--- config.mk ---
export PLATFORM = sky130hd
export DESIGN_NAME = first_fit_block_allocator_unit
export DESIGN_NICKNAME = d
export VERILOG_FILES = /design/src/rtl/ffba_pkg.sv /design/src/rtl/first_fit_block_allocator_unit.sv /design/src/rtl/ffba_ram.sv /design/src/rtl/ffba_front.sv /design/src/rtl/ffba_queue.sv /design/src/rtl/ffba_back.sv
export SDC_FILE = /design/constraint.sdc
export NUM_CORES = 1
export LEC_CHECK = 0
export BUFFER_PORTS_ARGS = -buffer_cell sky130_fd_sc_hd__buf_2
export CAP_MARGIN = 20
export CORE_MARGIN = 1
export CORE_UTILIZATION = 50
export CTS_CLUSTER_SIZE = 25
export DETAILED_ROUTE_END_ITERATION = 8
export PLACE_DENSITY = 0.66
export SLEW_MARGIN = 20
export SYNTH_ARGS = -nofsm -noshare
export SYNTH_HDL_FRONTEND = slang
export SYNTH_SLANG_ARGS = --single-unit
--- constraint.sdc ---
create_clock -name clk -period 5.75 [get_ports clk]
set_input_delay 0.575 -clock clk [delete_from_list [all_inputs] [get_ports clk]]
set_output_delay 0.575 -clock clk [all_outputs]
set_load 0.05 [all_outputs]
--- src/rtl/ffba_pkg.sv ---
// Shared types and constants of the first-fit block allocator.
package ffba_pkg;

  localparam int NUM_BLOCKS_DEF  = 16;
  localparam int SIZE_WIDTH_DEF  = 16;
  localparam int QUEUE_DEPTH_DEF = 2;

  localparam int SLOT_W   = 4;
  localparam int AMOUNT_W = 16;
  localparam int BIU_W    = 5;
  localparam logic [BIU_W-1:0] BIU_RESET = 5'd16;

  localparam logic MODE_LOAD    = 1'b0;
  localparam logic MODE_REQUEST = 1'b1;

  // Command word passed from front to back through the queue.
  typedef struct packed {
    logic              is_req;
    logic [SLOT_W-1:0] slot;
  } cmd_t;

  typedef enum logic [1:0] {
    BK_IDLE,
    BK_RD,
    BK_CMP,
    BK_EMIT
  } bk_state_t;

endpackage

--- src/rtl/first_fit_block_allocator_unit.sv ---
// Top level of the first-fit block allocator: front, queue, back and config register.
//
// First-fit allocator over a table of NUM_BLOCKS free capacities (SIZE_WIDTH bits
// each, all zero after reset). A load word (mode 0) writes one block's capacity
// and gives no result; a load to a slot beyond the table is dropped. A request
// word (mode 1) scans blocks 0 upward, up to blocks_in_use (clamped to
// NUM_BLOCKS), takes the first with capacity >= amount, subtracts the amount and
// returns granted with the block index; if none fits it returns not granted,
// index 0, table untouched. The front takes one word per cycle while the
// two-entry queue has room. The back handles a load in its idle state; a
// request passes through a RAM read state and a compare state for each block
// searched on the single table RAM, then an emit state that waits for the
// output register to be free. A finished result sits in the output register
// while the back takes the next word. cfg_data is written at any time but is
// only meant to change while the block is idle.
module first_fit_block_allocator_unit
  import ffba_pkg::*;
#(
  parameter int NUM_BLOCKS = NUM_BLOCKS_DEF,
  parameter int SIZE_WIDTH = SIZE_WIDTH_DEF
) (
  input  logic                clk,
  input  logic                rst_n,
  // config word
  input  logic                cfg_valid,
  output logic                cfg_ready,
  input  logic [BIU_W-1:0]    cfg_data,
  // input words
  input  logic                in_valid,
  output logic                in_ready,
  input  logic                in_mode,
  input  logic [SLOT_W-1:0]   in_block_slot,
  input  logic [AMOUNT_W-1:0] in_amount,
  // result words
  output logic                out_valid,
  input  logic                out_ready,
  output logic                out_granted,
  output logic [SLOT_W-1:0]   out_chosen_block
);

  localparam int Q_W   = $bits(cmd_t) + SIZE_WIDTH;
  localparam int CNT_W = $clog2(QUEUE_DEPTH_DEF + 1);

  logic [BIU_W-1:0] blocks_in_use_r, blocks_in_use_nxt;

  logic                  push_valid, push_ready;
  cmd_t                  push_cmd;
  logic [SIZE_WIDTH-1:0] push_amount;
  logic                  pop_valid, pop_ready;
  logic [Q_W-1:0]        pop_data;
  cmd_t                  pop_cmd;
  logic [SIZE_WIDTH-1:0] pop_amount;
  logic [CNT_W-1:0]      q_count;

  // config register: always ready, one word per cycle
  assign cfg_ready = 1'b1;

  always_comb begin
    blocks_in_use_nxt = blocks_in_use_r;
    if (cfg_valid && cfg_ready) begin
      blocks_in_use_nxt = cfg_data;
    end
  end

  always_ff @(posedge clk) begin
    if (!rst_n) begin
      blocks_in_use_r <= BIU_RESET;
    end else begin
      blocks_in_use_r <= blocks_in_use_nxt;
    end
  end

  ffba_front #(
    .NUM_BLOCKS (NUM_BLOCKS),
    .SIZE_WIDTH (SIZE_WIDTH)
  ) u_front (
    .in_valid      (in_valid),
    .in_ready      (in_ready),
    .in_mode       (in_mode),
    .in_block_slot (in_block_slot),
    .in_amount     (in_amount),
    .push_valid    (push_valid),
    .push_ready    (push_ready),
    .push_cmd      (push_cmd),
    .push_amount   (push_amount)
  );

  ffba_queue #(
    .WIDTH (Q_W),
    .DEPTH (QUEUE_DEPTH_DEF)
  ) u_queue (
    .clk        (clk),
    .rst_n      (rst_n),
    .push_valid (push_valid),
    .push_ready (push_ready),
    .push_data  ({push_cmd, push_amount}),
    .pop_valid  (pop_valid),
    .pop_ready  (pop_ready),
    .pop_data   (pop_data),
    .count      (q_count)
  );

  assign pop_cmd    = pop_data[Q_W-1:SIZE_WIDTH];
  assign pop_amount = pop_data[SIZE_WIDTH-1:0];

  ffba_back #(
    .NUM_BLOCKS (NUM_BLOCKS),
    .SIZE_WIDTH (SIZE_WIDTH)
  ) u_back (
    .clk              (clk),
    .rst_n            (rst_n),
    .blocks_in_use    (blocks_in_use_r),
    .pop_valid        (pop_valid),
    .pop_ready        (pop_ready),
    .pop_cmd          (pop_cmd),
    .pop_amount       (pop_amount),
    .out_valid        (out_valid),
    .out_ready        (out_ready),
    .out_granted      (out_granted),
    .out_chosen_block (out_chosen_block)
  );

  // refused requests carry index zero
  a_refused_index_zero: assert property (
    @(posedge clk) disable iff (!rst_n)
    (out_valid && !out_granted) |-> (out_chosen_block == '0)
  ) else $error("refused result with non-zero block index");

  // a granted block lies inside the searched range
  a_grant_in_range: assert property (
    @(posedge clk) disable iff (!rst_n)
    (out_valid && out_granted) |->
      ((32'(out_chosen_block) < 32'(blocks_in_use_r)) &&
       (32'(out_chosen_block) < NUM_BLOCKS))
  ) else $error("granted block outside searched range");

  // queue occupancy bounded; front stalls only when full
  a_queue_bound: assert property (
    @(posedge clk) disable iff (!rst_n)
    (32'(q_count) <= QUEUE_DEPTH_DEF) &&
      (in_ready || (32'(q_count) == QUEUE_DEPTH_DEF))
  ) else $error("queue occupancy out of bounds");

  // after a pop the queue is below full, unless a word was offered in the same cycle
  a_back_drains: assert property (
    @(posedge clk) disable iff (!rst_n)
    (pop_valid && pop_ready) |=> (32'(q_count) < QUEUE_DEPTH_DEF) || $past(push_valid)
  ) else $error("queue did not drain after pop");

endmodule

--- src/rtl/ffba_ram.sv ---
// Generic single-write, single-read RAM with registered read data.
module ffba_ram
  import ffba_pkg::*;
#(
  parameter int WIDTH = SIZE_WIDTH_DEF,
  parameter int DEPTH = NUM_BLOCKS_DEF
) (
  input  logic                                 clk,
  input  logic                                 wr_en,
  input  logic [(DEPTH > 1 ? $clog2(DEPTH) : 1)-1:0] wr_addr,
  input  logic [WIDTH-1:0]                     wr_data,
  input  logic                                 rd_en,
  input  logic [(DEPTH > 1 ? $clog2(DEPTH) : 1)-1:0] rd_addr,
  output logic [WIDTH-1:0]                     rd_data
);

  logic [WIDTH-1:0] mem_r [DEPTH];
  logic [WIDTH-1:0] rd_data_r;

  always_ff @(posedge clk) begin
    if (wr_en) begin
      mem_r[wr_addr] <= wr_data;
    end
    if (rd_en) begin
      rd_data_r <= mem_r[rd_addr];
    end
  end

  assign rd_data = rd_data_r;

endmodule

--- src/rtl/ffba_front.sv ---
// Front end: accepts input words, drops out-of-range loads, sizes the amount.
module ffba_front
  import ffba_pkg::*;
#(
  parameter int NUM_BLOCKS = NUM_BLOCKS_DEF,
  parameter int SIZE_WIDTH = SIZE_WIDTH_DEF
) (
  input  logic                  in_valid,
  output logic                  in_ready,
  input  logic                  in_mode,
  input  logic [SLOT_W-1:0]     in_block_slot,
  input  logic [AMOUNT_W-1:0]   in_amount,
  output logic                  push_valid,
  input  logic                  push_ready,
  output cmd_t                  push_cmd,
  output logic [SIZE_WIDTH-1:0] push_amount
);

  localparam int CMP_W = ($clog2(NUM_BLOCKS + 1) > SLOT_W + 1) ?
                         $clog2(NUM_BLOCKS + 1) : SLOT_W + 1;

  logic [CMP_W-1:0] slot_ext;
  logic             drop;

  assign slot_ext = CMP_W'(in_block_slot);
  // a load to a slot beyond the table does nothing
  assign drop     = (in_mode == MODE_LOAD) && (slot_ext >= CMP_W'(NUM_BLOCKS));

  assign in_ready        = push_ready;
  assign push_valid      = in_valid && !drop;
  assign push_cmd.is_req = (in_mode == MODE_REQUEST);
  assign push_cmd.slot   = in_block_slot;
  assign push_amount     = SIZE_WIDTH'(in_amount);

endmodule

--- src/rtl/ffba_queue.sv ---
// Small FIFO between front and back.
module ffba_queue
  import ffba_pkg::*;
#(
  parameter int WIDTH = 8,
  parameter int DEPTH = QUEUE_DEPTH_DEF
) (
  input  logic                         clk,
  input  logic                         rst_n,
  input  logic                         push_valid,
  output logic                         push_ready,
  input  logic [WIDTH-1:0]             push_data,
  output logic                         pop_valid,
  input  logic                         pop_ready,
  output logic [WIDTH-1:0]             pop_data,
  output logic [$clog2(DEPTH + 1)-1:0] count
);

  localparam int PTR_W = (DEPTH > 1) ? $clog2(DEPTH) : 1;
  localparam int CNT_W = $clog2(DEPTH + 1);

  logic [WIDTH-1:0] store_r [DEPTH];
  logic [PTR_W-1:0] wr_ptr_r, wr_ptr_nxt;
  logic [PTR_W-1:0] rd_ptr_r, rd_ptr_nxt;
  logic [CNT_W-1:0] count_r, count_nxt;
  logic             do_push, do_pop;

  assign push_ready = (count_r != CNT_W'(DEPTH));
  assign pop_valid  = (count_r != '0);
  assign pop_data   = store_r[rd_ptr_r];
  assign count      = count_r;
  assign do_push    = push_valid && push_ready;
  assign do_pop     = pop_valid && pop_ready;

  always_comb begin
    wr_ptr_nxt = wr_ptr_r;
    rd_ptr_nxt = rd_ptr_r;
    count_nxt  = count_r;
    if (do_push) begin
      wr_ptr_nxt = (wr_ptr_r == PTR_W'(DEPTH - 1)) ? '0 : wr_ptr_r + 1'b1;
    end
    if (do_pop) begin
      rd_ptr_nxt = (rd_ptr_r == PTR_W'(DEPTH - 1)) ? '0 : rd_ptr_r + 1'b1;
    end
    if (do_push && !do_pop) begin
      count_nxt = count_r + 1'b1;
    end else if (!do_push && do_pop) begin
      count_nxt = count_r - 1'b1;
    end
  end

  always_ff @(posedge clk) begin
    if (!rst_n) begin
      wr_ptr_r <= '0;
      rd_ptr_r <= '0;
      count_r  <= '0;
    end else begin
      wr_ptr_r <= wr_ptr_nxt;
      rd_ptr_r <= rd_ptr_nxt;
      count_r  <= count_nxt;
    end
  end

  always_ff @(posedge clk) begin
    if (do_push) begin
      store_r[wr_ptr_r] <= push_data;
    end
  end

endmodule

--- src/rtl/ffba_back.sv ---
// Back end: capacity table, first-fit scan and result register.
module ffba_back
  import ffba_pkg::*;
#(
  parameter int NUM_BLOCKS = NUM_BLOCKS_DEF,
  parameter int SIZE_WIDTH = SIZE_WIDTH_DEF
) (
  input  logic                  clk,
  input  logic                  rst_n,
  input  logic [BIU_W-1:0]      blocks_in_use,
  input  logic                  pop_valid,
  output logic                  pop_ready,
  input  cmd_t                  pop_cmd,
  input  logic [SIZE_WIDTH-1:0] pop_amount,
  output logic                  out_valid,
  input  logic                  out_ready,
  output logic                  out_granted,
  output logic [SLOT_W-1:0]     out_chosen_block
);

  localparam int IDX_W = (NUM_BLOCKS > 1) ? $clog2(NUM_BLOCKS) : 1;
  localparam int CMP_W = ($clog2(NUM_BLOCKS + 1) > BIU_W) ?
                         $clog2(NUM_BLOCKS + 1) : BIU_W;

  bk_state_t state_r, state_nxt;

  logic [CMP_W-1:0]      k_r, k_nxt;
  logic [CMP_W-1:0]      limit_r, limit_nxt;
  logic [SIZE_WIDTH-1:0] amt_r, amt_nxt;
  logic                  res_granted_r, res_granted_nxt;
  logic [SLOT_W-1:0]     res_chosen_r, res_chosen_nxt;
  logic                  out_valid_r, out_valid_nxt;
  logic                  out_granted_r, out_granted_nxt;
  logic [SLOT_W-1:0]     out_chosen_r, out_chosen_nxt;
  logic [NUM_BLOCKS-1:0] valid_r, valid_nxt;

  logic                  wr_en, rd_en;
  logic [IDX_W-1:0]      wr_addr;
  logic [SIZE_WIDTH-1:0] wr_data, rd_data, cap;
  logic [IDX_W-1:0]      k_idx, slot_idx;
  logic [CMP_W-1:0]      biu_ext, slot_ext;
  logic                  fits, out_free;

  ffba_ram #(
    .WIDTH (SIZE_WIDTH),
    .DEPTH (NUM_BLOCKS)
  ) u_ram (
    .clk     (clk),
    .wr_en   (wr_en),
    .wr_addr (wr_addr),
    .wr_data (wr_data),
    .rd_en   (rd_en),
    .rd_addr (k_idx),
    .rd_data (rd_data)
  );

  assign k_idx    = k_r[IDX_W-1:0];
  assign slot_ext = CMP_W'(pop_cmd.slot);
  assign slot_idx = slot_ext[IDX_W-1:0];
  assign biu_ext  = CMP_W'(blocks_in_use);
  // entries never loaded read as zero
  assign cap      = valid_r[k_idx] ? rd_data : '0;
  assign fits     = (cap >= amt_r);
  assign out_free = !out_valid_r || out_ready;
  assign pop_ready = (state_r == BK_IDLE);

  // next state
  always_comb begin
    state_nxt = state_r;
    case (state_r)
      BK_IDLE: begin
        if (pop_valid && pop_cmd.is_req) begin
          state_nxt = BK_RD;
        end
      end
      BK_RD: begin
        state_nxt = (k_r == limit_r) ? BK_EMIT : BK_CMP;
      end
      BK_CMP: begin
        state_nxt = fits ? BK_EMIT : BK_RD;
      end
      BK_EMIT: begin
        if (out_free) begin
          state_nxt = BK_IDLE;
        end
      end
      default: state_nxt = BK_IDLE;
    endcase
  end

  // datapath and table control
  always_comb begin
    k_nxt           = k_r;
    limit_nxt       = limit_r;
    amt_nxt         = amt_r;
    res_granted_nxt = res_granted_r;
    res_chosen_nxt  = res_chosen_r;
    out_granted_nxt = out_granted_r;
    out_chosen_nxt  = out_chosen_r;
    out_valid_nxt   = out_valid_r && !out_ready;
    valid_nxt       = valid_r;
    wr_en           = 1'b0;
    wr_addr         = slot_idx;
    wr_data         = pop_amount;
    rd_en           = 1'b0;
    case (state_r)
      BK_IDLE: begin
        if (pop_valid) begin
          if (pop_cmd.is_req) begin
            amt_nxt   = pop_amount;
            k_nxt     = '0;
            limit_nxt = (biu_ext > CMP_W'(NUM_BLOCKS)) ? CMP_W'(NUM_BLOCKS) : biu_ext;
          end else begin
            wr_en               = 1'b1;
            valid_nxt[slot_idx] = 1'b1;
          end
        end
      end
      BK_RD: begin
        if (k_r == limit_r) begin
          res_granted_nxt = 1'b0;
          res_chosen_nxt  = '0;
        end else begin
          rd_en = 1'b1;
        end
      end
      BK_CMP: begin
        if (fits) begin
          wr_en            = 1'b1;
          wr_addr          = k_idx;
          wr_data          = cap - amt_r;
          valid_nxt[k_idx] = 1'b1;
          res_granted_nxt  = 1'b1;
          res_chosen_nxt   = k_r[SLOT_W-1:0];
        end else begin
          k_nxt = k_r + 1'b1;
        end
      end
      BK_EMIT: begin
        if (out_free) begin
          out_valid_nxt   = 1'b1;
          out_granted_nxt = res_granted_r;
          out_chosen_nxt  = res_chosen_r;
        end
      end
      default: ;
    endcase
  end

  always_ff @(posedge clk) begin
    if (!rst_n) begin
      state_r     <= BK_IDLE;
      out_valid_r <= 1'b0;
      valid_r     <= '0;
    end else begin
      state_r     <= state_nxt;
      out_valid_r <= out_valid_nxt;
      valid_r     <= valid_nxt;
    end
  end

  always_ff @(posedge clk) begin
    k_r           <= k_nxt;
    limit_r       <= limit_nxt;
    amt_r         <= amt_nxt;
    res_granted_r <= res_granted_nxt;
    res_chosen_r  <= res_chosen_nxt;
    out_granted_r <= out_granted_nxt;
    out_chosen_r  <= out_chosen_nxt;
  end

  assign out_valid        = out_valid_r;
  assign out_granted      = out_granted_r;
  assign out_chosen_block = out_chosen_r;

endmodule

==> reports/metrics.yaml, run 1 <==
timing:
  maxSlewViolCount: 0
  finalCriticalPeriod_ps: 4940
  hold_viol: 0
  worst_slew_pin_slew_ps: 1020
  fmax_mhz: 203
  finalSetupTns_ps: 0
  fin_crit_sh_pct: 85.8
  worst_slack_ps: 815
  rsz0062_at_grt: "no"
  maxSlewHeadroom_pct: 32.3
  fin_worst_skew_ps: 25.6
  setup_viol: 0
  hold_ws_ps: 231
logic_synthesis:
  synth_cells: 922
  synthesis.area_um2: 15900
  synth_flop_cell: "edfxtp_1"
  synth_cell_type_count: 56
  synth_seq_cells: 379
  syn_nets: 979
  syn-mean-instance-area_um2: 17.3
  ys_seq_area_share_pct: 69.6
  yosysWarnings: 0
  synth_edf_count: 350
  synth-async-reset-ratio_pct: 0
grt:
  grt_max_degree: 46
  antenna_found_initial: 0
  grt_pass1_wl_mm: 51.1
  grt_pass1_vias: 8446
  grt_overflow: 0
  grt_usage_pct: 21.1
run_status:
  status: "finished, final reports clean"
floorplanning:
  num_rows: 65
  initial_core_util_pct: 50.7
  die_area_um2: 32600
  fp.dieH_um: 181
  coreArea_um2: 31500
  io-pin-count: 39
  die_w_um: 181
placement:
  dp_hpwl_mm: 21.6
  port_buffers: 37
  gp_congestion: 0.844
  pre_cts_ws_ps: 830
clock_network:
  cts_tree: "yes"
  cts_root_buf: "clkbuf_16"
  ctsResizeCount: 0
  clockBufferDepth: 3
  cts_inserted_buffers: 40
  cts.sinks: 379
  clock_latency_ps: 540
  htree_levels: 2
  cts-hold-fix-buffers: 0
  postCtsSetupBuffers: 0
  clk_pin_slew_worst_paths_ps: 60
worst_setup_path:
  cpMaxStageDelayCell: "mux4_2"
  crit_path_start_kind: "flop"
  critical-path-max-stage-delay_ps: 670
  end_kind: "flop"
  cp_max_fo: 21
  crit_type: "reg2reg"
  worstPathCellList: "mux4_2 > mux4_2 > nand2_1 > ha_1 > inv_1 > fa_1 > a211oi_1 > o22ai_1 > nand3_1 > a31o_2 > buf_4 > nand3_1 > o31ai_4 > buf_4"
  worstRegToRegCells: 14
  cp.required_ps: 5960
  cp.arrival_ps: 5150
cells_and_area:
  drive_gt1_share_pct: 26.5
  fillers: 2382
  syn2layout_area_growth_pct: 14.4
  final_common_cell: "edfxtp_1"
  mostFrequentLayoutCells: "edfxtp_1, mux4_2, nand2_1"
  diodes: 0
  fin_nets: 1051
  fin_util_pct: 57.9
drt:
  drtPass1Iterations: 5
  drt_iter0_drc: 820
  drc: 0
  final_antenna_net_count: 0
  routed_wire_length_per_instance_um: 23.6
  totalWireLength_mm: 33.6
  vias: 8524
  vias_per_cell: 5.97
worst_hold_path:
  hp-class: "in2reg"
  hold_path_depth: 1
power:
  pwr_density_cell_nw_per_um2: 433
  leakagePower_nw: 6.18
  ir_worst_vdd_uv: 201
flow_run:
  drv_cap: 0
[critical path: cells and delay by family (launching register included)]
kind	cells	cell delay [ps]
buffers and inverters	3	800
adders and majority gates	2	590
DFF	1	490
AOI/OAI and AO/OA	4	1060
muxes	2	1200
and+or+nand+nor	3	450
[cell usage after synthesis, drive strengths merged (2+ instances only)]
cell | count | area, um2
edfxtp | 350 | 10500
mux4 | 85 | 1910
nand2 | 59 | 224
nor2 | 36 | 135
o21ai | 36 | 218
dfxtp | 29 | 581
inv | 27 | 101
buf | 25 | 150
ha | 25 | 313
and2 | 24 | 150
clkbuf | 22 | 83.8
mux2 | 22 | 248
o31ai | 18 | 135
a21oi | 17 | 88.8
a32oi | 14 | 123
nand3 | 13 | 65.1
xor2 | 12 | 105
nor2b | 11 | 68.8
nand2b | 10 | 62.6
nor3 | 10 | 55.1
mux2i | 9 | 90.1
nand4 | 9 | 56.3
xnor2 | 9 | 78.8
and3 | 6 | 37.5
o41ai | 6 | 60.1
a21o | 5 | 37.5
a31oi | 5 | 31.3
o21bai | 4 | 30.0
a211oi | 3 | 22.5
a21boi | 2 | 15.0
o211ai | 2 | 15.0
o21a | 2 | 15.0
o22ai | 2 | 12.5
[layout make-up]
cell class                      instances  area [um2]  share of cell area [%]
Clock buffer                           44        1040                    5.69
Multi-Input combinational cell        468        4720                    25.9
Timing Repair Buffer                   77         493                    2.70
Tap cell                              402         503                    2.76
Sequential cell                       379       11100                    60.8
Clock inverter                         29         288                    1.58
Inverter                               28         105                   0.576
[flip-flops by register name, indices dropped and copies added (netlist names), named ones only]
| name | cells |
|---|---|
| u_back.limit_r | 5 |
| u_back.k_r | 5 |
| u_queue.count | 2 |
| u_back.res_granted_r | 1 |
| u_back.valid_r | 16 |
| u_back.state_r | 2 |
| u_queue.wr_ptr_r | 1 |
| u_queue.store_r | 42 |
| u_back.out_granted | 1 |
| u_back.u_ram.mem_r | 256 |
| blocks_in_use_r | 5 |
| u_queue.rd_ptr_r | 1 |
| u_back.res_chosen_r | 4 |
| u_back.u_ram.rd_data | 16 |
| u_back.out_valid | 1 |
| u_back.out_chosen_block | 4 |
| u_back.amt_r | 16 |
[logic make-up (layout without fill, tap and decap cells)]
logic type	count (synthesis)	after routing	synth area share (%)
DFF	379	379	69.6
and+or+nand+nor	182	182	5.53
AOI/OAI and AO/OA	122	122	5.40
muxes	116	116	14.1
buffers and inverters	75	178	2.13
adders and majority gates	26	26	2.09
xor gates and xnor gates	21	21	1.15
other	1	1	0.0235
[routing by layer]
layer | vias up | track usage [%] | routed length [um]
met5 | - | 0 | 0
met1 | 4377 | 30.7 | 15100
met2 | 284 | 33.0 | 15900
met4 | 0 | 5.50 | 522
li1 | 3814 | - | -
met3 | 49 | 3.98 | 2120
[metrics by stage]
step | instances | instance area [um2] | total power, mW
global placement | 1353 | 16900 | 5.34
CTS | 1427 | 18200 | 7.96
detailed placement | 1354 | 16900 | 5.37
floorplan | 922 | 15900 | 4.79
finish | 1427 | 18200 | 7.90
global route | 1427 | 18200 | 8.22
[power by group]
group | switching (mW) | internal (mW)
Combinational | 1.09 | 0.659
Sequential | 0.0847 | 3.47
Clock | 1.03 | 1.57
Total | 2.21 | 5.69
[worst paths after layout]
kind | startpoint | endpoint | slack (ps)
worst max-delay path | u_back.k_r[0] | u_back.u_ram.mem_r[13][1] | 810
worst min-delay path | in_amount[11] | u_queue.store_r[0][11] | 230
worst max register to register | u_back.k_r[0] | u_back.u_ram.mem_r[13][1] | 810
worst min register to register | u_back.res_granted_r | u_back.out_granted | 420
Note: power is estimated with default switching activity, not from simulation.
==> inputs of run 2 (changes only) <==
Settings changed: GPL_TIMING_DRIVEN set to 0.
==> run 2 against run 1 <==
Net effect:
- power decreased by 1.2%
- global-route usage increased by 1.6 points
- core utilization increased by 0.68 points
- register-to-register slack got worse by 550 ps
- combinational power increased by 7%
- via count increased by 2.6%
- flip-flop and latch count unchanged
- clock skew increased by 0.65 ps
- fmax decreased by 10%
- first-iteration DRC count increased by 11%
- largest power group unchanged
- routed wire length increased by 6.9%
- die area unchanged
==> reports/metrics.yaml, run 2 (synthesis gave the netlist of run 1 again) <==
floorplanning:
  die_area_um2: 32600  # unchanged
  initial_core_util_pct: 50.7  # unchanged
  coreArea_um2: 31500  # unchanged
  num_rows: 65  # unchanged
  io-pin-count: 39  # unchanged
  die_w_um: 181  # unchanged
  fp.dieH_um: 181  # unchanged
cells_and_area:
  largest_reg_flops: 256  # unchanged
  multiInputGateArea_um2: 4740  # was 4720 um2
  diodes: 0  # unchanged
  fin_util_pct: 58.6  # was 57.9%
  mostFrequentLayoutCells: "edfxtp_1, mux4_2, buf_2"  # was edfxtp_1, mux4_2, nand2_1
  drive_gt1_share_pct: 27.8  # was 26.5%
  reg_top3: "u_back.u_ram.mem_r: 256 flops, u_queue.store_r: 42 flops"  # unchanged
  fin_nets: 1098  # was 1051
  final_common_cell: "edfxtp_1"  # unchanged
  seq_area_um2: 11100  # unchanged
  largest_register: "u_back.u_ram.mem_r"  # unchanged
  fillers: 2342  # was 2382
  syn2layout_area_growth_pct: 15.7  # was 14.4%
timing:
  worst_slew_pin_slew_ps: 1020  # about the same
  hold_ws_ps: 230  # was 231 ps
  rsz0062_at_grt: "no"  # unchanged
  setup_viol: 0  # unchanged
  fin_worst_skew_ps: 26.2  # was 25.6 ps
  fin_crit_sh_pct: 95.4  # was 85.8%
  finalCriticalPeriod_ps: 5480  # was 4940 ps
  worst_slack_ps: 266  # was 815 ps
  fmax_mhz: 182  # was 203 MHz
  hold_viol: 0  # unchanged
  maxSlewHeadroom_pct: 32.2  # was 32.3%
  maxSlewViolCount: 0  # unchanged
placement:
  pre_cts_ws_ps: 327  # was 830 ps
  port_buffers: 35  # was 37
  dp_hpwl_mm: 24.8  # was 21.6 mm
  gp_congestion: 0.891  # was 0.844
drt:
  drc: 0  # unchanged
  totalWireLength_mm: 35.9  # was 33.6 mm
  drtPass1Iterations: 5  # unchanged
  routed_wire_length_per_instance_um: 24.4  # was 23.6 um
  vias_per_cell: 5.94  # was 5.97
  vias: 8749  # was 8524
  drt_iter0_drc: 908  # was 820
  final_antenna_net_count: 0  # unchanged
flow_run:
  drv_cap: 0  # unchanged
worst_setup_path:
  crit_path_start_kind: "flop"  # unchanged
  crit_type: "reg2reg"  # unchanged
  end_kind: "flop"  # unchanged
  rrSetupSlack_ps: 270  # was 810 ps
  cp.arrival_ps: 5700  # was 5150 ps
  cp_max_fo: 10  # was 21
  cp.required_ps: 5970  # was 5960 ps
clock_network:
  postCtsSetupBuffers: 0  # unchanged
  cts-hold-fix-buffers: 0  # unchanged
  clk_pin_slew_worst_paths_ps: 60  # about the same
  ctsResizeCount: 0  # unchanged
  cts_tree: "yes"  # unchanged
  cts.sinks: 379  # unchanged
  clock_latency_ps: 540  # about the same
  cts_inserted_buffers: 39  # was 40
  htree_levels: 2  # unchanged
  cts_root_buf: "clkbuf_16"  # unchanged
  clockBufferDepth: 3  # unchanged
power:
  power_mw: 7.81  # was 7.90 mW
  ir_worst_vdd_uv: 212  # was 201 uV
  pwr_density_cell_nw_per_um2: 423  # was 433 nW/um2
  leakagePower_nw: 6.29  # was 6.18 nW
grt:
  grt_pass1_vias: 8828  # was 8446
  grt_overflow: 0  # unchanged
  grt_pass1_wl_mm: 54.4  # was 51.1 mm
  grt_usage_pct: 22.7  # was 21.1%
  grt_max_degree: 22  # was 46
  antenna_found_initial: 0  # unchanged
run_status:
  status: "finished, final reports clean"  # unchanged
worst_hold_path:
  hp-class: "in2reg"  # unchanged
[run 2: worst max-delay path, stage by stage (launching register included)]
cell      delay [ps]
edfxtp_1         410
buf_6            200
mux4_2           520
mux4_2           580
buf_2            230
and2_1           190
ha_1             270
clkbuf_2         180
nand2_1           70
o21ai_0          310
a21oi_1          140
a31o_2           250
buf_2            170
buf_6            180
o41ai_2          700
buf_2            340
buf_2            200
buf_2            210
[run 2: per-stage QoR]
stage	instance area [um2]	TNS (ps)	instances
2_1_floorplan	15900	0	922
3_3_place_gp	16600	-353490	1359
3_5_place_dp	17300	0	1402
4_1_cts	18400	0	1472
5_1_grt	18400	0	1472
6_report	18400	0	1472
[run 2: layer usage]
layer  share of wire [%]  wire length [um]  vias to the layer above  GRT usage (%)
li1                    -                 -                     3909              -
met1                  44             16000                     4453           32.5
met2                  47             16800                      332           35.8
met3                 6.5              2320                       55           4.28
met4                 2.4               858                        0           6.50
met5                   0                 0                        -              0
[run 2: worst paths after layout]
| check | start | endpoint | depth (start not counted) |
|---|---|---|---|
| hold reg to reg | u_back.res_chosen_r[1] | u_back.out_chosen_block[1] | 0 |
| setup / recovery | u_back.k_r[0] | u_back.u_ram.mem_r[1][11] | 17 |
| setup reg to reg | u_back.k_r[0] | u_back.u_ram.mem_r[1][11] | 17 |
| hold / removal | in_amount[0] | u_queue.store_r[0][0] | 1 |
[run 2: layout make-up]
cell class / instances / share of cell area, %
clock inverter: 24 / 0.929
timing repair buffer: 78 / 3.14
inverter: 28 / 0.570
sequential: 379 / 60.1
buffer: 47 / 1.27
tap: 402 / 2.73
multi-input combinational: 468 / 25.7
clock buffer: 46 / 5.55
[run 2: power breakdown]
part | switching, mW | internal, mW
combinational | 1.15 | 0.721
sequential | 0.0835 | 3.47
clock | 1.02 | 1.36
==> inputs of run 3 (changes only) <==
--- a/config.mk
+++ b/config.mk
@@ -11,2 +11,3 @@
 export CORE_UTILIZATION = 50
+export CTS_BUF_LIST = sky130_fd_sc_hd__clkbuf_16
 export CTS_CLUSTER_SIZE = 25
==> constraint.sdc (replaced) <==
create_clock -name clk -period 5.75 [get_ports clk]
set_input_delay 0.2875 -clock clk [delete_from_list [all_inputs] [get_ports clk]]
set_output_delay 0.2875 -clock clk [all_outputs]
set_load 0.05 [all_outputs]
==> run 3 against run 2 <==
Net effect:
- cell area grew 1.3%
- worst hold slack lost 220 ps
- largest power group unchanged
- clock-buffer cell count shrank 6
- global-route usage grew 0.18 points
- critical endpoint unchanged
- fmax down 1.2%
- clock skew about the same
- worst setup slack worse by 64 ps
- combinational power barely moved
==> reports/metrics.yaml, run 3 (synthesis gave the netlist of run 1 again) <==
run_status:
  status: "finished, final reports clean"  # unchanged
cells_and_area:
  drive_gt1_share_pct: 27.1  # was 27.8%
  diodes: 0  # unchanged
  fillers: 2318  # was 2342
  syn2layout_area_growth_pct: 17.2  # was 15.7%
  largest_reg_flops: 256  # unchanged
  reg_top3: "u_back.u_ram.mem_r: 256 flops, u_queue.store_r: 42 flops"  # unchanged
  mostFrequentLayoutCells: "edfxtp_1, mux4_2, buf_2"  # unchanged
  fin_nets: 1122  # was 1098
  final_common_cell: "edfxtp_1"  # unchanged
  largest_register: "u_back.u_ram.mem_r"  # unchanged
placement:
  pre_cts_ws_ps: 327  # unchanged
  gp_congestion: 0.891  # unchanged
  port_buffers: 35  # unchanged
  dp_hpwl_mm: 24.8  # unchanged
clock_network:
  cts_tree: "yes"  # unchanged
  clockBufferDepth: 3  # unchanged
  clock_latency_ps: 540  # about the same
  cts_inserted_buffers: 39  # unchanged
  ctsResizeCount: 0  # unchanged
  htree_levels: 2  # unchanged
  cts.sinks: 379  # unchanged
  clk_pin_slew_worst_paths_ps: 60  # about the same
  cts_root_buf: "clkbuf_16"  # unchanged
floorplanning:
  coreArea_um2: 31500  # unchanged
  die_w_um: 181  # unchanged
  num_rows: 65  # unchanged
  io-pin-count: 39  # unchanged
  fp.dieH_um: 181  # unchanged
  die_area_um2: 32600  # unchanged
  initial_core_util_pct: 50.7  # unchanged
worst_setup_path:
  cp.required_ps: 5970  # about the same
  rrSetupSlack_ps: 200  # was 270 ps
  r2r_start: "u_back.k_r[0]"  # unchanged
  cp_max_fo: 10  # unchanged
  cp.arrival_ps: 5770  # was 5700 ps
  crit_type: "reg2reg"  # unchanged
  worstRegToRegCells: 17  # unchanged
  end_kind: "flop"  # unchanged
  crit_path_start_kind: "flop"  # unchanged
  r2r_end: "u_back.u_ram.mem_r[1][11]"  # unchanged
drt:
  final_antenna_net_count: 0  # unchanged
  vias: 8890  # was 8749
  routed_wire_length_per_instance_um: 24.2  # was 24.4 um
  drtPass1Iterations: 5  # unchanged
  drt_iter0_drc: 874  # was 908
  vias_per_cell: 5.94  # about the same
  drc: 0  # unchanged
  totalWireLength_mm: 36.2  # was 35.9 mm
timing:
  worst_slack_ps: 202  # was 266 ps
  maxSlewHeadroom_pct: 32.1  # was 32.2%
  setup_viol: 0  # unchanged
  fmax_mhz: 180  # was 182 MHz
  rsz0062_at_grt: "no"  # unchanged
  worst_slew_pin_slew_ps: 1020  # about the same
  hold_viol: 0  # unchanged
  fin_crit_sh_pct: 96.5  # was 95.4%
  maxSlewViolCount: 0  # unchanged
  fin_worst_skew_ps: 25.9  # was 26.2 ps
  finalCriticalPeriod_ps: 5550  # was 5480 ps
  finalSetupTns_ps: 0  # unchanged
grt:
  antenna_found_initial: 0  # unchanged
  grt_pass1_wl_mm: 54.9  # was 54.4 mm
  grt_pass1_vias: 8915  # was 8828
  grt_usage_pct: 22.9  # was 22.7%
  grt_overflow: 0  # unchanged
  grt_max_degree: 22  # unchanged
power:
  leakagePower_nw: 6.42  # was 6.29 nW
  pwr_density_cell_nw_per_um2: 418  # was 423 nW/um2
  ir_worst_vdd_uv: 211  # was 212 uV
worst_hold_path:
  hp-class: "in2reg"  # unchanged
  hold_path_depth: 3  # was 1
  hold_end: "blocks_in_use_r[0]"  # was u_queue.store_r[0][0]
  hold_start: "cfg_data[0]"  # was in_amount[0]
flow_run:
  drv_cap: 0  # unchanged
-- run 3: cell types whose count changed in the layout (fill, tap and decap cells not counted) --
cell | previous run | this run
dlygate4sd3_1 | 0 | 24
clkbuf_1 | 27 | 21
inv_1 | 27 | 33
-- run 3: how the worst max path moves through the flow --
stage	start	depth (start not counted)	end	slack (ps)
global route	u_back.k_r[0]	17	u_back.u_ram.mem_r[1][11]	40
finish	u_back.k_r[0]	17	u_back.u_ram.mem_r[1][11]	200
CTS	u_back.k_r[0]	17	u_back.u_ram.mem_r[1][11]	270
global placement	u_back.k_r[0]	14	u_back.u_ram.mem_r[5][8]	-2380
floorplan	u_back.k_r[0]	14	u_back.u_ram.mem_r[5][0]	420
detailed placement	u_back.k_r[0]	17	u_back.u_ram.mem_r[1][11]	330
-- run 3: area by class of cell --
cell class,instances,area [um2],area share [%]
Clock buffer,40,1000,5.36
Inverter,28,105,0.562
Sequential cell,379,11100,59.3
Tap cell,402,503,2.69
Buffer,47,234,1.25
Multi-Input combinational cell,468,4740,25.4
Clock inverter,30,194,1.04
Timing Repair Buffer,102,820,4.39
-- run 3: routing by layer --
metal	track usage [%]	wire, um	up-vias
met5	0	0	-
li1	-	-	3961
met2	36.2	17000	333
met1	32.7	16100	4536
met3	4.26	2270	60
met4	6.50	867	0
-- run 3: critical path: stages, from the launching register on --
cell,delay [ps]
edfxtp_1,410
buf_6,200
mux4_2,520
mux4_2,580
buf_2,230
and2_1,190
ha_1,270
clkbuf_2,180
nand2_1,70
o21ai_0,320
a21oi_1,140
a31o_2,250
buf_2,170
buf_6,180
o41ai_2,750
buf_2,350
buf_2,200
buf_2,210
-- run 3: report_power, final --
| group | leakage (nW) | total [mW] | switching [mW] | internal [mW] |
|---|---|---|---|---|
| clock | 0.609 | 2.37 | 1.02 | 1.35 |
| sequential | 3.41 | 3.55 | 0.0846 | 3.47 |
| combinational | 2.40 | 1.89 | 1.15 | 0.732 |
-- run 3: timing repair --
action                    4_1_cts  5_1_grt
buffers inserted                0        0
hold buffers                   24        0
hold endpoints to repair       45        0
-- run 3: stage by stage --
stage / cell area [um2] / hold WS (ps) / instances / util (%) / power (mW)
after floorplan: 15900 / 386 / 922 / - / 4.79
after global placement: 16600 / 404 / 1359 / 52.8 / 5.30
after detailed placement: 17300 / 405 / 1402 / 54.8 / 5.47
after CTS: 18700 / 2.87 / 1496 / 59.4 / 7.85
after global routing: 18700 / 27.5 / 1496 / 59.4 / 8.12
final: 18700 / 7.85 / 1496 / 59.4 / 7.81
